$ cat config.mk
export PLATFORM = sky130hd
export DESIGN_NAME = mtf_cell
export DESIGN_NICKNAME = d
export VERILOG_FILES = /design/src/rtl/core/mtf_pkg.sv /design/src/rtl/core/mtf_cell.sv
export SDC_FILE = /design/constraint.sdc
export NUM_CORES = 1
export LEC_CHECK = 0
export ABC_AREA = 1
export BUFFER_PORTS_ARGS = -buffer_cell sky130_fd_sc_hd__buf_2
export CORE_ASPECT_RATIO = 1.2
export CORE_UTILIZATION = 45
export DETAILED_ROUTE_END_ITERATION = 8
export GPL_TIMING_DRIVEN = 0
export PLACE_DENSITY_LB_ADDON = 0.05
export SYNTH_ARGS = -nofsm -noshare
export SYNTH_HDL_FRONTEND = slang
export SYNTH_SLANG_ARGS = --single-unit
$ cat constraint.sdc
create_clock -name clock -period 3.6 [get_ports clock]
set_input_delay 0.18 -clock clock [delete_from_list [all_inputs] [get_ports clock]]
set_output_delay 0.18 -clock clock [all_outputs]
set_load 0.05 [all_outputs]
$ cat src/rtl/core/mtf_pkg.sv
// Package for the move-to-front coder: payload types, wave and commit structs.
`timescale 1ns / 1ps
`default_nettype none

package mtf_pkg;

   localparam int SYMBOL_WIDTH       = 8;
   localparam int ALPHABET_SIZE_DFLT = 256;

   typedef logic [SYMBOL_WIDTH-1:0] symbol_type;

   typedef struct packed {
      symbol_type value;
      logic       last_of_block;
   } req_type;

   typedef struct packed {
      symbol_type coded;
      logic       block_end;
   } rsp_type;

   // One item walking along the cell chain.
   typedef struct packed {
      logic       valid;
      logic       active;    // value inside the alphabet
      logic       found;
      logic       mode;      // 1: decode
      logic       last;
      symbol_type key;
      symbol_type carry;     // entry displaced by the previous cell
      symbol_type result;
   } wave_type;

   // Broadcast from the tail of the chain when an item retires.
   typedef struct packed {
      logic       restore;   // back to identity order
      logic       front_wr;  // write symbol into the front cell
      symbol_type symbol;
   } commit_type;

endpackage

`default_nettype wire

$ cat src/rtl/core/mtf_cell.sv
// One entry of the recency list plus its stage of the item wave.
`timescale 1ns / 1ps
`default_nettype none

module mtf_cell #(
   parameter int INDEX = 0
) (
   input  wire                 clock,
   input  wire                 reset,
   input  wire                 hold,
   input  mtf_pkg::commit_type commit,
   input  mtf_pkg::wave_type   wave_in,
   output mtf_pkg::wave_type   wave_out
);

   localparam mtf_pkg::symbol_type CELL_ID = mtf_pkg::symbol_type'(INDEX);
   localparam bit                  IS_FRONT = (INDEX == 0);

   mtf_pkg::symbol_type entry_ff, entry_in;
   mtf_pkg::wave_type   stage_ff, stage_in;
   logic                work;
   logic                match;

   assign work  = wave_in.valid && wave_in.active && !wave_in.found;
   assign match = wave_in.mode ? (wave_in.key == CELL_ID) : (entry_ff == wave_in.key);

   always_comb begin
      entry_in = entry_ff;
      stage_in = wave_in;
      if (commit.restore) begin
         entry_in = CELL_ID;
      end else if (commit.front_wr && IS_FRONT) begin
         entry_in = commit.symbol;
      end else if (work) begin
         // front cell is rewritten at retire time
         if (!IS_FRONT) begin
            entry_in = wave_in.carry;
         end
         if (match) begin
            stage_in.found  = 1'b1;
            stage_in.result = wave_in.mode ? entry_ff : CELL_ID;
         end else begin
            stage_in.carry = entry_ff;
         end
      end
   end

   always_ff @(posedge clock) begin
      if (reset) begin
         entry_ff <= CELL_ID;
      end else begin
         entry_ff <= entry_in;
      end
   end

   always_ff @(posedge clock) begin
      if (reset) begin
         stage_ff <= '0;
      end else if (!hold) begin
         stage_ff <= stage_in;
      end
   end

   assign wave_out = stage_ff;

endmodule

`default_nettype wire

== After elaboration in Yosys (flattened, before gate mapping) ==
Index checks and enable logic that the tools add are counted.

* Flip-flop bits (word level): 37
* Latch bits: 0
* Memory bits (writable): 0
* Memory bits (read-only): 0
* Word-level logic and storage cells: 26
* Memories kept: 0

* $add $sub $neg: 0
* $mul: 0
* Div/mod/pow operators: 0
* $lt $le $gt $ge: 0
* Equality and inequality tests: 1
* Shift operators: 0
* Multiplexer cells: 11
* Bitwise operators: 0
* Reduce and logical (&&, ||, !) cells: 5

{| class="wikitable"
|+ Operators by type and width
! operator !! count
|-
| 16-bit two-way mux || 3
|-
| 8-bit two-way mux || 3
|-
| 8-bit == test || 1
|-
| 8-bit zero test || 1
|-
| 1-bit two-way mux || 5
|-
| 1-bit logical AND || 2
|-
| 2-bit OR reduction || 1
|-
| 1-bit zero test || 1
|}

== Longest topological paths before layout ==
* Depth in word-level cells: 6
* Gate-level depth with buffers: 12
* Depth with buffers taken out: 12

== Worst setup path before layout ==
No wires, ideal clock.

* Path kind: register to register
* From: reg entry_ff[0]
* To: reg stage_ff, in the netlist wave_out[1]
* Data arrival time: 1.260 ns
* Data required time: 3.491 ns
* Slack: 2.231 ns
* Stages on the path, launching flop included: 12
* Path buffers: 0
* Clock period less this slack: 1.369 ns
* Cells stage by stage: dfxtp_1 -> inv_1 -> nand2_1 -> nand2_1 -> nor2_1 -> nand3_1 -> o21bai_4 -> nand2_2 -> nand2_1 -> nand3_1 -> nand2_1 -> inv_1

* Cells in the longest elaborated chain, start to end: 6

{| class="wikitable"
|+ RTL lines
! what !! line !! RTL
|-
| start: declaration || mtf_cell.sv:19 || <nowiki>mtf_pkg::symbol_type entry_ff, entry_in;</nowiki>
|-
| start signal: assignment || mtf_cell.sv:52 || <nowiki>entry_ff <= entry_in;</nowiki>
|-
| 8-bit == test || mtf_cell.sv:25 || <nowiki>assign match = wave_in.mode ? (wave_in.key == CELL_ID) : (entry_ff == wave_in.key);</nowiki>
|-
| 1-bit two-way mux || mtf_cell.sv:25 ||
|-
| 8-bit two-way mux || mtf_cell.sv:39 || <nowiki>if (match) begin</nowiki>
|-
| 16-bit two-way mux || mtf_cell.sv:34 || <nowiki>end else if (work) begin</nowiki>
|-
| 16-bit two-way mux || mtf_cell.sv:32 || <nowiki>end else if (commit.front_wr && IS_FRONT) begin</nowiki>
|-
| 16-bit two-way mux || mtf_cell.sv:30 || <nowiki>if (commit.restore) begin</nowiki>
|-
| end signal: assignment || mtf_cell.sv:60 || <nowiki>stage_ff <= stage_in;</nowiki>
|-
| end: declaration || mtf_cell.sv:20 || <nowiki>mtf_pkg::wave_type stage_ff, stage_in;</nowiki>
|}

No other way between the ends.
A chain may end at the register's enable or synchronous reset.

== Worst setup path in the final report ==
Same ends and word-level chain as after synthesis.

==> flow_metrics.tcl <==
set metrics [dict create \
    r2r_cells 11 \
    hold_buffers 0 \
    first_iter_violations 87 \
    n_antenna_cell 0 \
    yosys_warnings 0 \
    finalHoldViolations 0 \
    cts_resized 0 \
    synth_edf_count 0 \
    p_leak_uw 0.00132 \
    startpoint "entry_ff[0]" \
    gr-total-overflow 0 \
    clk_pin_slew_ns 0.07 \
    crit_path_frequent_cell "nand2_1" \
    drt-pass1-iter-count 5 \
    worst_pin_slew_ns 0.541 \
    rows 25 \
    antenna_found_initial 0 \
    cp-endpoint "wave_out[1]" \
    report.final.setup_viol 0 \
    powerDensity_nw_per_um2 419 \
    cts_max_path_buffers 2 \
    critPathKind "register to register" \
    hpwl_um 3480 \
    cts_tree "done" \
    ys_async_sr_fraction_pct 0 \
    grtUsageTotal_pct 23.4 \
    grt_max_degree 12 \
    yosys-top-cells-area "dfxtp_1 40%, nand2_1 13%, nor2_1 12%, inv_1 7.8%, nand3_1 7.1%" \
    core_area_um2 3910 \
    peakVddDrop_mv 0.251 \
    tns_ns 0 \
    synth_seq_cells 37 \
    cts.htree.levels 2 \
    cpMaxStageDelayCell "dfxtp_1" \
    slew_headroom_pct 63.7 \
    ys.flop_type "dfxtp_1" \
    finalMaxSlewViolations 0 \
    netlist_instances 282 \
    drc 0 \
    die_x_um 60.2 \
    synth_nets 324 \
    start_util_pct 46.8 \
    wl_um 4650 \
    status "complete, no violations" \
    r2r_start "entry_ff[0]" \
    rsz0062_at_grt "false" \
    grt_pass1_vias 1704 \
    critPathTopFamily "simple AND/OR/NAND/NOR gates" \
    crit_cells 11 \
    io_pins 71 \
    root_buffer "clkbuf_8" \
    synth_top_area_share_pct 40.4 \
    layout_min_cycle_time_ns 1.70 \
    max_freq_mhz 588 \
    required_ns 3.80 \
    io_buffers 68 \
    worstPathArrival_ns 1.90 \
    final_common_cell "buf_2" \
    insertion_delay_ns 0.29 \
    place_congestion 0.883 \
    slowest_delay_ns 0.42 \
    routed_via_density 4.65 \
    r2r-end "wave_out[1]" \
    layout-drive-gt1-share_pct 23.7 \
    ant_nets 0 \
    crit_path_end_kind "register" \
    synth-seq-area-share_pct 40.4 \
    hp-class "input pin to register" \
    cp_num_buf_inv 2 \
    startpoint_type "register" \
    numCtsBuffers 5 \
    area_growth_pct 27.8 \
    vias 1914 \
    final_nets 399 \
    cp_max_fo 9 \
    grt_first_pass_wirelength_um 7530 \
    cp_cell_sequence "inv_1, nand2_1, nand2_1, nor2_1, nand3_1, o21bai_4, nand2_2, nand2_1, nand3_1, nand2_1, inv_1" \
    synth.distinct_cells 19 \
    clock_sinks 37 \
    dieHeight_um 71.9 \
    max_cap_viol_count 0 \
    die_area_um2 4330 \
    fin_worst_skew_ns 0.00257 \
    period_share_pct 47.3 \
    cts_setup_buffers 0 \
    synth_area_um2 1830 \
    yosys.area.top_type "dfxtp_1" \
    final_cell_mix "70 x buf_2, 64 x nand2_1, 57 x nor2_1, 38 x inv_1, 37 x dfxtp_1" \
    finalPower_uw 982 \
    rrSetupSlack_ns 1.90 \
    avgSynthCellArea_um2 6.50 \
    wl_per_cell_um 11.3 \
]
metal layers:
| metal | GRT usage (%) | wire, um | vias up |
|---|---|---|---|
| met5 | 0 | 0 | - |
| met4 | 11.4 | 82 | 0 |
| met3 | 5.53 | 270 | 8 |
| met2 | 37.9 | 2190 | 54 |
| met1 | 28.5 | 2110 | 822 |
| li1 | - | - | 1030 |
cell families after synthesis:
kind of cell | after synthesis | synth area share (%)
AO/OA/AOI/OAI | 29 | 9.22
XOR/XNOR | 3 | 1.43
AND/OR/NAND/NOR | 161 | 37.7
flip-flops | 37 | 40.4
buffers and inverters | 52 | 11.2
how the worst min path moves through the flow:
stage / start / to / slack [ns] / cells after the start
floorplan: commit[8] / entry_ff[1] / 0.32 / 2
global placement: wave_in[24] / wave_out[24] / 0.43 / 3
detailed placement: wave_in[27] / wave_out[27] / 0.44 / 3
CTS: commit[5] / entry_ff[5] / 0.13 / 3
global route: commit[1] / entry_ff[1] / 0.13 / 3
finish: commit[5] / entry_ff[5] / 0.13 / 3
stage by stage:
| step | utilization, % | hold WS (ns) | instance area (um^2) | instances | setup WS, ns |
|---|---|---|---|---|---|
| floorplan | - | 0.320 | 1830 | 282 | 2.23 |
| global placement | 57.3 | 0.428 | 2240 | 404 | 1.90 |
| detailed placement | 57.3 | 0.438 | 2240 | 404 | 1.89 |
| CTS | 59.9 | 0.129 | 2340 | 412 | 1.88 |
| global route | 59.9 | 0.130 | 2340 | 412 | 1.67 |
| finish | 59.9 | 0.131 | 2340 | 412 | 1.90 |
state kept, by name, indices dropped and copies added (netlist names):
signal	flops
entry_ff	8
wave_out	29
synthesized netlist by cell type, types with 2 or more instances:
cell	number
nand2_2	2
a21oi_1	11
nand3_1	26
nor2_1	57
nand4_1	9
clkinv_1	2
a211oi_1	4
buf_2	2
clkbuf_1	9
nand2_1	64
dfxtp_1	37
xnor2_1	3
inv_1	38
o21ai_0	13
where the power goes:
part | switching, uW | total [uW] | internal, uW
Sequential | 14.3 | 450 | 435
Clock | 144 | 317 | 173
Combinational | 153 | 216 | 62.4
area by class of cell:
type | count | area (um^2)
Fill cell | 411 | 1570
Multi-Input combinational cell | 193 | 886
Sequential cell | 37 | 741
Timing Repair Buffer | 68 | 340
Inverter | 40 | 150
Clock buffer | 7 | 96.3
Tap cell | 54 | 67.6
Buffer | 12 | 55.1
Clock inverter | 1 | 5.00
worst reg2reg max path, stage by stage (launching register included):
cell,delay [ns]
dfxtp_1,0.42
inv_1,0.10
nand2_1,0.07
nand2_1,0.04
nor2_1,0.10
nand3_1,0.15
o21bai_4,0.26
nand2_2,0.18
nand2_1,0.12
nand3_1,0.07
nand2_1,0.06
inv_1,0.03
(Power assumes the default switching activity.)
